<file path="config.mk">
export PLATFORM = sky130hd
export DESIGN_NAME = base64_stream_encoder
export DESIGN_NICKNAME = d
export VERILOG_FILES = /design/src/sv/b64enc_pkg.sv /design/src/sv/b64enc_front.sv /design/src/sv/b64enc_cmdq.sv /design/src/sv/b64enc_back.sv /design/src/sv/base64_stream_encoder.sv
export SDC_FILE = /design/constraint.sdc
export NUM_CORES = 1
export LEC_CHECK = 0
export BUFFER_PORTS_ARGS = -buffer_cell sky130_fd_sc_hd__buf_2
export CAP_MARGIN = 5
export CORE_MARGIN = 2
export CORE_UTILIZATION = 55
export DETAILED_ROUTE_END_ITERATION = 6
export MAX_ROUTING_LAYER = met4
export PLACE_DENSITY = 0.76
export SYNTH_ARGS = -nofsm -noshare
export SYNTH_HDL_FRONTEND = slang
export SYNTH_SLANG_ARGS = --single-unit
export TNS_END_PERCENT = 10
</file>
<file path="constraint.sdc">
create_clock -name i_clk -period 4.1 [get_ports i_clk]
set_clock_uncertainty 0.15 [all_clocks]
set_input_delay 0.205 -clock i_clk [delete_from_list [all_inputs] [get_ports i_clk]]
set_output_delay 0.205 -clock i_clk [all_outputs]
set_load 0.01 [all_outputs]
</file>
<file path="src/sv/b64enc_pkg.sv">
// Shared types, constants and the alphabet lookup for the base64 stream encoder.
package b64enc_pkg;

    localparam int CMD_DEPTH_DEF = 2;
    localparam logic [7:0] PAD_CHAR = 8'h3D;   // '='

    typedef struct packed {
        logic [7:0] data_byte;
        logic       end_of_message;
    } t_in;

    typedef struct packed {
        logic [7:0] out_char;
        logic       last_char;
    } t_out;

    // One request worth of characters, slot 0 goes out first.
    typedef struct packed {
        logic [3:0][7:0] chars;
        logic [1:0]      last_idx;
        logic            eom;
    } t_cmd;

    function automatic logic [7:0] b64_char(input logic [5:0] v);
        logic [7:0] ch;
        if (v < 6'd26) begin
            ch = 8'h41 + {2'b00, v};
        end else if (v < 6'd52) begin
            ch = 8'h61 + {2'b00, v - 6'd26};
        end else if (v < 6'd62) begin
            ch = 8'h30 + {2'b00, v - 6'd52};
        end else if (v == 6'd62) begin
            ch = 8'h2B;
        end else begin
            ch = 8'h2F;
        end
        return ch;
    endfunction

endpackage

</file>
<file path="src/sv/b64enc_front.sv">
// Front end: accepts bytes, keeps leftover bits and phase, builds character commands.
module b64enc_front
    import b64enc_pkg::*;
(
    input  logic i_clk,
    input  logic i_rst_n,
    input  logic i_push,
    input  t_in  i_item,
    input  logic i_full,
    output logic o_wr,
    output t_cmd o_cmd
);

    logic [3:0] r_bits, n_bits;
    logic [1:0] r_pairs, n_pairs;
    logic [1:0] r_phase, n_phase;

    logic [5:0] c0, c1, flush_grp;
    logic [3:0] rem_bits;
    logic [1:0] rem_pairs;
    logic [1:0] data_cnt;
    logic       has_flush;
    logic [1:0] k_cnt;
    logic [1:0] ph_k;
    logic [1:0] pads;
    logic [2:0] total;
    logic       eom;

    assign eom  = i_item.end_of_message;
    assign o_wr = i_push && !i_full;

    always_comb begin
        c1        = 6'd0;
        case (r_pairs)
            2'd0: begin
                c0        = i_item.data_byte[7:2];
                rem_bits  = {2'b00, i_item.data_byte[1:0]};
                rem_pairs = 2'd1;
                data_cnt  = 2'd1;
            end
            2'd1: begin
                c0        = {r_bits[1:0], i_item.data_byte[7:4]};
                rem_bits  = i_item.data_byte[3:0];
                rem_pairs = 2'd2;
                data_cnt  = 2'd1;
            end
            default: begin
                c0        = {r_bits[3:0], i_item.data_byte[7:6]};
                c1        = i_item.data_byte[5:0];
                rem_bits  = 4'd0;
                rem_pairs = 2'd0;
                data_cnt  = 2'd2;
            end
        endcase

        // zero-fill the remaining bits on the right
        flush_grp = (rem_pairs == 2'd1) ? {rem_bits[1:0], 4'b0000}
                                        : {rem_bits[3:0], 2'b00};
        has_flush = eom && (rem_pairs != 2'd0);
        k_cnt     = data_cnt + {1'b0, has_flush};
        ph_k      = r_phase + k_cnt;
        pads      = eom ? (2'd0 - ph_k) : 2'd0;
        total     = {1'b0, k_cnt} + {1'b0, pads};

        o_cmd.chars[0] = b64_char(c0);
        if (data_cnt == 2'd2) begin
            o_cmd.chars[1] = b64_char(c1);
        end else if (has_flush) begin
            o_cmd.chars[1] = b64_char(flush_grp);
        end else begin
            o_cmd.chars[1] = PAD_CHAR;
        end
        o_cmd.chars[2] = PAD_CHAR;
        o_cmd.chars[3] = PAD_CHAR;
        o_cmd.last_idx = 2'(total - 3'd1);
        o_cmd.eom      = eom;

        n_bits  = r_bits;
        n_pairs = r_pairs;
        n_phase = r_phase;
        if (o_wr) begin
            if (eom) begin
                n_bits  = 4'd0;
                n_pairs = 2'd0;
                n_phase = 2'd0;
            end else begin
                n_bits  = rem_bits;
                n_pairs = rem_pairs;
                n_phase = ph_k;
            end
        end
    end

    always_ff @(posedge i_clk) begin
        if (!i_rst_n) begin
            r_bits  <= 4'd0;
            r_pairs <= 2'd0;
            r_phase <= 2'd0;
        end else begin
            r_bits  <= n_bits;
            r_pairs <= n_pairs;
            r_phase <= n_phase;
        end
    end

    // phase and held pairs advance together within a message
    a_phase_tracks_pairs: assert property (@(posedge i_clk) disable iff (!i_rst_n)
        r_phase == r_pairs) else $error("phase out of step with leftover bits");

    a_eom_clears: assert property (@(posedge i_clk) disable iff (!i_rst_n)
        (o_wr && eom) |=> (r_phase == 2'd0 && r_pairs == 2'd0 && r_bits == 4'd0))
        else $error("state not cleared after message end");

endmodule

</file>
<file path="src/sv/b64enc_cmdq.sv">
// Short command queue between the front end and the character serializer.
module b64enc_cmdq
    import b64enc_pkg::*;
#(
    parameter int DEPTH = CMD_DEPTH_DEF
) (
    input  logic i_clk,
    input  logic i_rst_n,
    input  logic i_wr,
    input  t_cmd i_cmd,
    output logic o_full,
    input  logic i_rd,
    output t_cmd o_cmd,
    output logic o_empty
);

    localparam int PW = (DEPTH > 1) ? $clog2(DEPTH) : 1;
    localparam int CW = $clog2(DEPTH + 1);

    t_cmd          r_mem [DEPTH];
    logic [PW-1:0] r_wp, n_wp;
    logic [PW-1:0] r_rp, n_rp;
    logic [CW-1:0] r_cnt, n_cnt;

    function automatic logic [PW-1:0] ptr_inc(input logic [PW-1:0] p);
        return (p == PW'(DEPTH - 1)) ? '0 : p + 1'b1;
    endfunction

    assign o_full  = (r_cnt == CW'(DEPTH));
    assign o_empty = (r_cnt == '0);
    assign o_cmd   = r_mem[r_rp];

    always_comb begin
        n_wp  = i_wr ? ptr_inc(r_wp) : r_wp;
        n_rp  = i_rd ? ptr_inc(r_rp) : r_rp;
        n_cnt = r_cnt;
        if (i_wr && !i_rd) begin
            n_cnt = r_cnt + 1'b1;
        end else if (!i_wr && i_rd) begin
            n_cnt = r_cnt - 1'b1;
        end
    end

    always_ff @(posedge i_clk) begin
        if (i_wr) begin
            r_mem[r_wp] <= i_cmd;
        end
    end

    always_ff @(posedge i_clk) begin
        if (!i_rst_n) begin
            r_wp  <= '0;
            r_rp  <= '0;
            r_cnt <= '0;
        end else begin
            r_wp  <= n_wp;
            r_rp  <= n_rp;
            r_cnt <= n_cnt;
        end
    end

    a_no_overflow: assert property (@(posedge i_clk) disable iff (!i_rst_n)
        !(i_wr && o_full)) else $error("command queue overflow");

    a_no_underflow: assert property (@(posedge i_clk) disable iff (!i_rst_n)
        !(i_rd && o_empty)) else $error("command queue underflow");

endmodule

</file>
<file path="src/sv/b64enc_back.sv">
// Back end: walks commands one char a cycle into the output reg unless held.
module b64enc_back
    import b64enc_pkg::*;
(
    input  logic i_clk,
    input  logic i_rst_n,
    input  t_cmd i_cmd,
    input  logic i_cmd_empty,
    output logic o_cmd_pop,
    input  logic i_pop,
    output logic o_empty,
    output t_out o_result
);

    logic [1:0] r_idx, n_idx;
    logic       r_valid, n_valid;
    t_out       r_out, n_out;
    logic       load;
    logic       at_end;

    assign load     = !r_valid || i_pop;
    assign at_end   = (r_idx == i_cmd.last_idx);
    assign o_empty  = !r_valid;
    assign o_result = r_out;

    always_comb begin
        n_idx     = r_idx;
        n_valid   = r_valid;
        n_out     = r_out;
        o_cmd_pop = 1'b0;
        if (load) begin
            n_valid = !i_cmd_empty;
            if (!i_cmd_empty) begin
                n_out.out_char  = i_cmd.chars[r_idx];
                n_out.last_char = i_cmd.eom && at_end;
                o_cmd_pop       = at_end;
                n_idx           = at_end ? 2'd0 : r_idx + 2'd1;
            end
        end
    end

    always_ff @(posedge i_clk) begin
        r_out <= n_out;
    end

    always_ff @(posedge i_clk) begin
        if (!i_rst_n) begin
            r_idx   <= 2'd0;
            r_valid <= 1'b0;
        end else begin
            r_idx   <= n_idx;
            r_valid <= n_valid;
        end
    end

    // a command being walked stays at the queue head until its last slot
    a_mid_cmd_held: assert property (@(posedge i_clk) disable iff (!i_rst_n)
        (r_idx != 2'd0) |-> !i_cmd_empty) else $error("command lost mid-walk");

    a_idx_in_range: assert property (@(posedge i_clk) disable iff (!i_rst_n)
        !i_cmd_empty |-> (r_idx <= i_cmd.last_idx)) else $error("slot index past command");

endmodule

</file>
<file path="src/sv/base64_stream_encoder.sv">
// Top level of the streaming base64 encoder (standard alphabet, '=' padded).
//
// Each request on the input queue carries one raw byte and a flag on the final
// byte of a message; each request on the output queue carries one ASCII
// character and a flag on the final character of the encoded message. A byte
// is accepted in any cycle in which push is high and full is low, so bytes may
// arrive back to back; full rises only when the command queue between the
// front end and the serializer (CMD_DEPTH entries) has no room. Each byte
// becomes one or two alphabet characters, and the final byte of a message also
// flushes the leftover bits as one zero-filled character and adds '=' until
// the message length is a multiple of four, so one byte yields one to four
// characters. The output side delivers one character per cycle while pop is
// held high, so the sustained rate is set by that single character port:
// in mid-message three bytes yield four characters. With the serializer
// idle, the first character of a byte passes through the command queue and
// then the output register. There is no configuration, and after reset the
// encoder is ready at once; after a flagged byte the next byte starts a fresh
// message.
module base64_stream_encoder
    import b64enc_pkg::*;
#(
    parameter int CMD_DEPTH = CMD_DEPTH_DEF
) (
    input  logic i_clk,
    input  logic i_rst_n,
    input  logic push,
    output logic full,
    input  t_in  i_item,
    output logic empty,
    input  logic pop,
    output t_out o_result
);

    logic cmd_wr;
    t_cmd cmd_in;
    t_cmd cmd_head;
    logic cmd_full;
    logic cmd_empty;
    logic cmd_pop;

    assign full = cmd_full;

    b64enc_front u_front (
        .i_clk   (i_clk),
        .i_rst_n (i_rst_n),
        .i_push  (push),
        .i_item  (i_item),
        .i_full  (cmd_full),
        .o_wr    (cmd_wr),
        .o_cmd   (cmd_in)
    );

    b64enc_cmdq #(
        .DEPTH (CMD_DEPTH)
    ) u_cmdq (
        .i_clk   (i_clk),
        .i_rst_n (i_rst_n),
        .i_wr    (cmd_wr),
        .i_cmd   (cmd_in),
        .o_full  (cmd_full),
        .i_rd    (cmd_pop),
        .o_cmd   (cmd_head),
        .o_empty (cmd_empty)
    );

    b64enc_back u_back (
        .i_clk       (i_clk),
        .i_rst_n     (i_rst_n),
        .i_cmd       (cmd_head),
        .i_cmd_empty (cmd_empty),
        .o_cmd_pop   (cmd_pop),
        .i_pop       (pop),
        .o_empty     (empty),
        .o_result    (o_result)
    );

endmodule

</file>
After elaboration in Yosys (flattened, before gate mapping)
Memories as Yosys holds them, arrays and structs flattened. A register that Yosys moved wholly into a read port is not among the register bits.
Cells that the tools add are included.

operators by class
  add/subtract/negate cells = 25
  $lt $le $gt $ge = 10
  eq/ne operators = 8
  muxes and demuxes = 37
  bitwise operators = 1
  reductions and logical operators = 17

operators by type and width
  kind                                                  number
  two-way mux 8 bit                                     12
  adder 7 x 6 -> 8 bit (first input constant)           6
  < comparator 6 bit (second input constant)            6
  adder 6 x 6 -> 7 bit (first input constant)           3
  equality test 6 bit (second input constant)           3
  < comparator 6 x 5 -> 1 bit (second input constant)   3
  subtractor 6 x 5 -> 6 bit (second input constant)     3
  subtractor 6 bit (second input constant)              3
  binary-select mux 8 bit (select 2 bit)                1
  two-way mux 2 bit                                     7
  two-way mux 6 bit                                     2
  one-hot mux 6 bit (2 select lines)                    1
  two-way mux 3 bit                                     3
  two-way mux 1 bit                                     8
  one-hot mux 4 bit (2 select lines)                    1
  logical AND 1 bit                                     5
  logical NOT 1 bit                                     5
  adder 2 x 1 -> 2 bit (second input constant)          2
  adder 2 bit                                           2
  equality test 2 x 1 -> 1 bit (second input constant)  2
  equality test 2 bit (second input constant)           2
  logical NOT 2 bit                                     2
  two-way mux 4 bit                                     1
  one-hot mux 2 bit (2 select lines)                    1
  11 further kinds                                      14

word-level totals
  bits in registers = 24
  memory bits (writable) = 38
  output and inout bits = 11
  word-level logic and storage cells = 109
  memories kept = 1

memory list
  name          depth  bits a word  rd ports  clocked after Yosys merged registers in  write ports  line               text
  u_cmdq.r_mem  2      19           1         1                                        1            b64enc_cmdq.sv:20  t_cmd r_mem [DEPTH];

Longest topological paths before layout
  word-level depth = 11
  mapped depth = 13
  gate-level depth less buffers = 9

Hierarchy
From an unflattened synthesis, not the netlist that was laid out.

unflattened totals
  cells, all modules = 486
  area, all modules = 5670.4 um2

by module, submodules not included
  module        instances  cells an instance  area each (um2)  sequential area each (um2)
  b64enc_cmdq   1          131                2742.6           2202.1
  b64enc_front  1          313                2269.7           160.2
  b64enc_back   1          42                 658.1            330.3

Worst setup path after synthesis
No wires, ideal clock.

  path type = reg2reg
  start point = register u_front.r_pairs[1]
  end point = memory u_cmdq.r_mem[0][14] (netlist name) (data pin)
  library setup time = 258 ps
  data arrival time = 2388 ps
  data required time = 3692 ps
  path slack = 1304 ps
  cell stages (with the launch flop) = 14
  buffers on the path = 5
  path through = dfxtp_1 -> buf_4 -> buf_8 -> buf_6 -> buf_2 -> clkbuf_1 -> and2_1 -> inv_1 -> ha_1 -> nor3b_2 -> nand2_1 -> o22ai_1 -> a22oi_1 -> o21a_1

RTL lines
  item                      line                 text
  start: declaration        b64enc_front.sv:15   logic [1:0] r_pairs, n_pairs;
  start signal: assignment  b64enc_front.sv:101  r_pairs <= n_pairs;
  end: declaration          b64enc_cmdq.sv:20

==> flow_summary.ini <==
[status]
status = complete, no violations

[power]
max-vdd-ir-drop_v = 0.0001893
powerDensity_mw_per_mm2 = 546.3
leakage_nw = 1.676
total_power_mw = 2.471

[critical_path]
worstReg2RegStart = u_front.r_pairs[0]
critPathLaunchType = register
reg2reg_to = u_cmdq.r_mem[1][7]
rrSetupSlack_ns = 0.80
worst-setup-path-type = reg -> reg
arrival_ns = 3.27
crit_required_ns = 4.06
cp_max_fo = 16
r2r_cells = 8
setup.worst_path.end_class = register

[yosys]
synthTopCellsByCount = 47 x edfxtp_1, 38 x nand2_1, 24 x nor2_1
synth_area_leaders = edfxtp_1 34%, dfxtp_1 7.7%, ha_1 6.6%
synth.ff_latch_count = 63
yosys.area.top_type = edfxtp_1
netlist_instances = 398
syn_area_mm2 = 0.004149
synthArstFlopShare_pct = 0
synth_top_area_share_pct = 34.02
ys_seq_area_share_pct = 41.74
yosysUniqueCellTypes = 68
postSynthAreaPerCell_um2 = 10.42
yosysMostFrequentCell = edfxtp_1
synth_edf_count = 47
syn_nets = 433
synth_ff_type = edfxtp_1
yosysWarnings = 0

[sta]
timing.hold.ws_ns = 0.07099
period_needed_ns = 3.303
tightest_slew_ns = 0.7254
setup_viol = 0
max_freq_mhz = 302.8
tns_ns = 0
maxSlewViolCount = 0
finalHoldViolCount = 0
worst_slack_ns = 0.7970
rsz0062_at_grt = no
fin_crit_sh_pct = 80.56
slew_headroom_pct = 51.58

[floorplanning]
die_h_um = 90.86
initial_core_util_pct = 56.90
die-area_mm2 = 0.008255
rows = 31
die_x_um = 90.86
num_io_pins = 24
core-area_mm2 = 0.007292

[routing]
route.antenna.remaining_nets = 0
drt-total-wl_um = 9089
route.detailed.drc = 0
num_vias = 3106
drtIter0Drc = 318
routed_via_density = 5.996
first_pass_iters = 5
wl_per_cell_um = 17.55

[place]
gp_congestion = 0.9800
place_area_mm2 = 0.004278
dpl.cell_count = 502
dp_hpwl_um = 6562
pre_cts_ws_ns = 0.9424
io_buffers = 23

[worst_hold_path]
holdPathStages = 2
min_to = u_cmdq.r_wp
min_from = i_rst_n
hold_path.class = in -> reg

[cells_and_area]
stdcell_area_mm2 = 0.004523
diodes = 0
synthToLayoutAreaGrowth_pct = 9.017
fillers = 615
final_nets = 449
drive_gt1_share_pct = 19.09
fin_cells = 518
fin_util_pct = 62.03

[clocking]
ctsLongestPathBuffers = 2
cts_tree = built
path_clk_slew_ns = 0.07
hold_buffers = 0
cts_setup_buffers = 0
clockRootBuffer = clkbuf_8
cts_resized = 0
numCtsBuffers = 9
htree_levels = 3
cts_sinks = 63
clk_latency_ns = 0.34

[job]
cap_violations = 0

[global_route]
grt_first_pass_wirelength_um = 14720
antenna_found_initial = 0
overflow = 0
grt_max_degree = 33
track_usage_pct = 23.47
grt_pass1_vias = 2928
[kinds of logic after synthesis]
logic type | count (synthesis) | synth area share (%)
fa+ha+maj | 22 | 6.634
mux | 22 | 8.474
simple gates | 124 | 15.38
compound gates | 94 | 16.16
buf+inv | 43 | 5.277
flops | 63 | 41.74
xor+xnor | 30 | 6.333
[worst max path at each step]
| stage | slack (ns) | cells past startpoint | end | from |
|---|---|---|---|---|
| after global placement | 0.94 | 8 | u_cmdq.r_mem[0][7] | u_front.r_pairs[0] |
| after detailed placement | 0.94 | 8 | u_cmdq.r_mem[0][16] | u_front.r_pairs[0] |
| after floorplan | 1.30 | 13 | u_cmdq.r_mem[0][14] | u_front.r_pairs[1] |
| final | 0.80 | 8 | u_cmdq.r_mem[1][7] | u_front.r_pairs[0] |
| after CTS | 0.86 | 8 | u_cmdq.r_mem[0][7] | u_front.r_pairs[0] |
| after global routing | 0.53 | 9 | u_cmdq.r_mem[0][7] | u_front.r_pairs[0] |
[per-layer routing]
metal	track usage [%]	share of wire [%]	vias to the layer above
li1	-	-	1483
met1	29.04	42	1479
met2	37.69	49	123
met3	5.676	6.1	21
met4	8.586	2.8	0
met5	-	0	-
[registers in the layout, indices dropped and copies added, names as in the netlist, named ones only]
name / cells
u_cmdq.r_mem: 38
u_front.r_phase: 2
u_back.r_idx: 2
u_cmdq.r_wp: 1
u_front.r_pairs: 2
u_back.r_valid: 1
u_back.o_result: 9
u_front.r_bits: 4
u_cmdq.r_cnt: 2
u_cmdq.r_rp: 1
[critical path, stage by stage, from the launching register on]
cell	delay, ns
dfxtp_1	0.77
mux2i_1	0.26
o21a_1	0.32
ha_1	0.28
o211ai_1	0.20
a21boi_2	0.25
o21ai_2	0.26
nand2_1	0.18
o311ai_1	0.39
[power by group]
| part | internal [mW] | switching, mW | total [mW] |
|---|---|---|---|
| registers | 0.896 | 0.108 | 1.00 |
| logic | 0.374 | 0.436 | 0.810 |
| clock network | 0.418 | 0.239 | 0.657 |
[area by class of cell]
cell class	count	area, µm²	area share, %
inverter	21	78.83	1.743
timing repair buffer	27	145.1	3.209
clock inverter	6	107.6	2.379
sequential	63	1732	38.28
clock buffer	10	137.6	3.043
tap	99	123.9	2.739
multi-input combinational	292	2198	48.60
[cells in the final DEF (no fill, tap or decap), drive strengths merged, types with 5 or more instances in the layout]
master	n
inv	21
xor2	7
o211ai	6
nor3	5
or2	7
a31oi	6
edfxtp	47
mux2i	11
nor2	24
or3	6
ha	22
nor2b	17
nand3	6
a21oi	17
buf	27
dfxtp	16
a21boi	5
clkbuf	10
nand2	38
a22oi	6
mux4	8
o21a	6
xnor2	23
o21ai	23
Note: power is estimated with default switching activity, not from simulation.
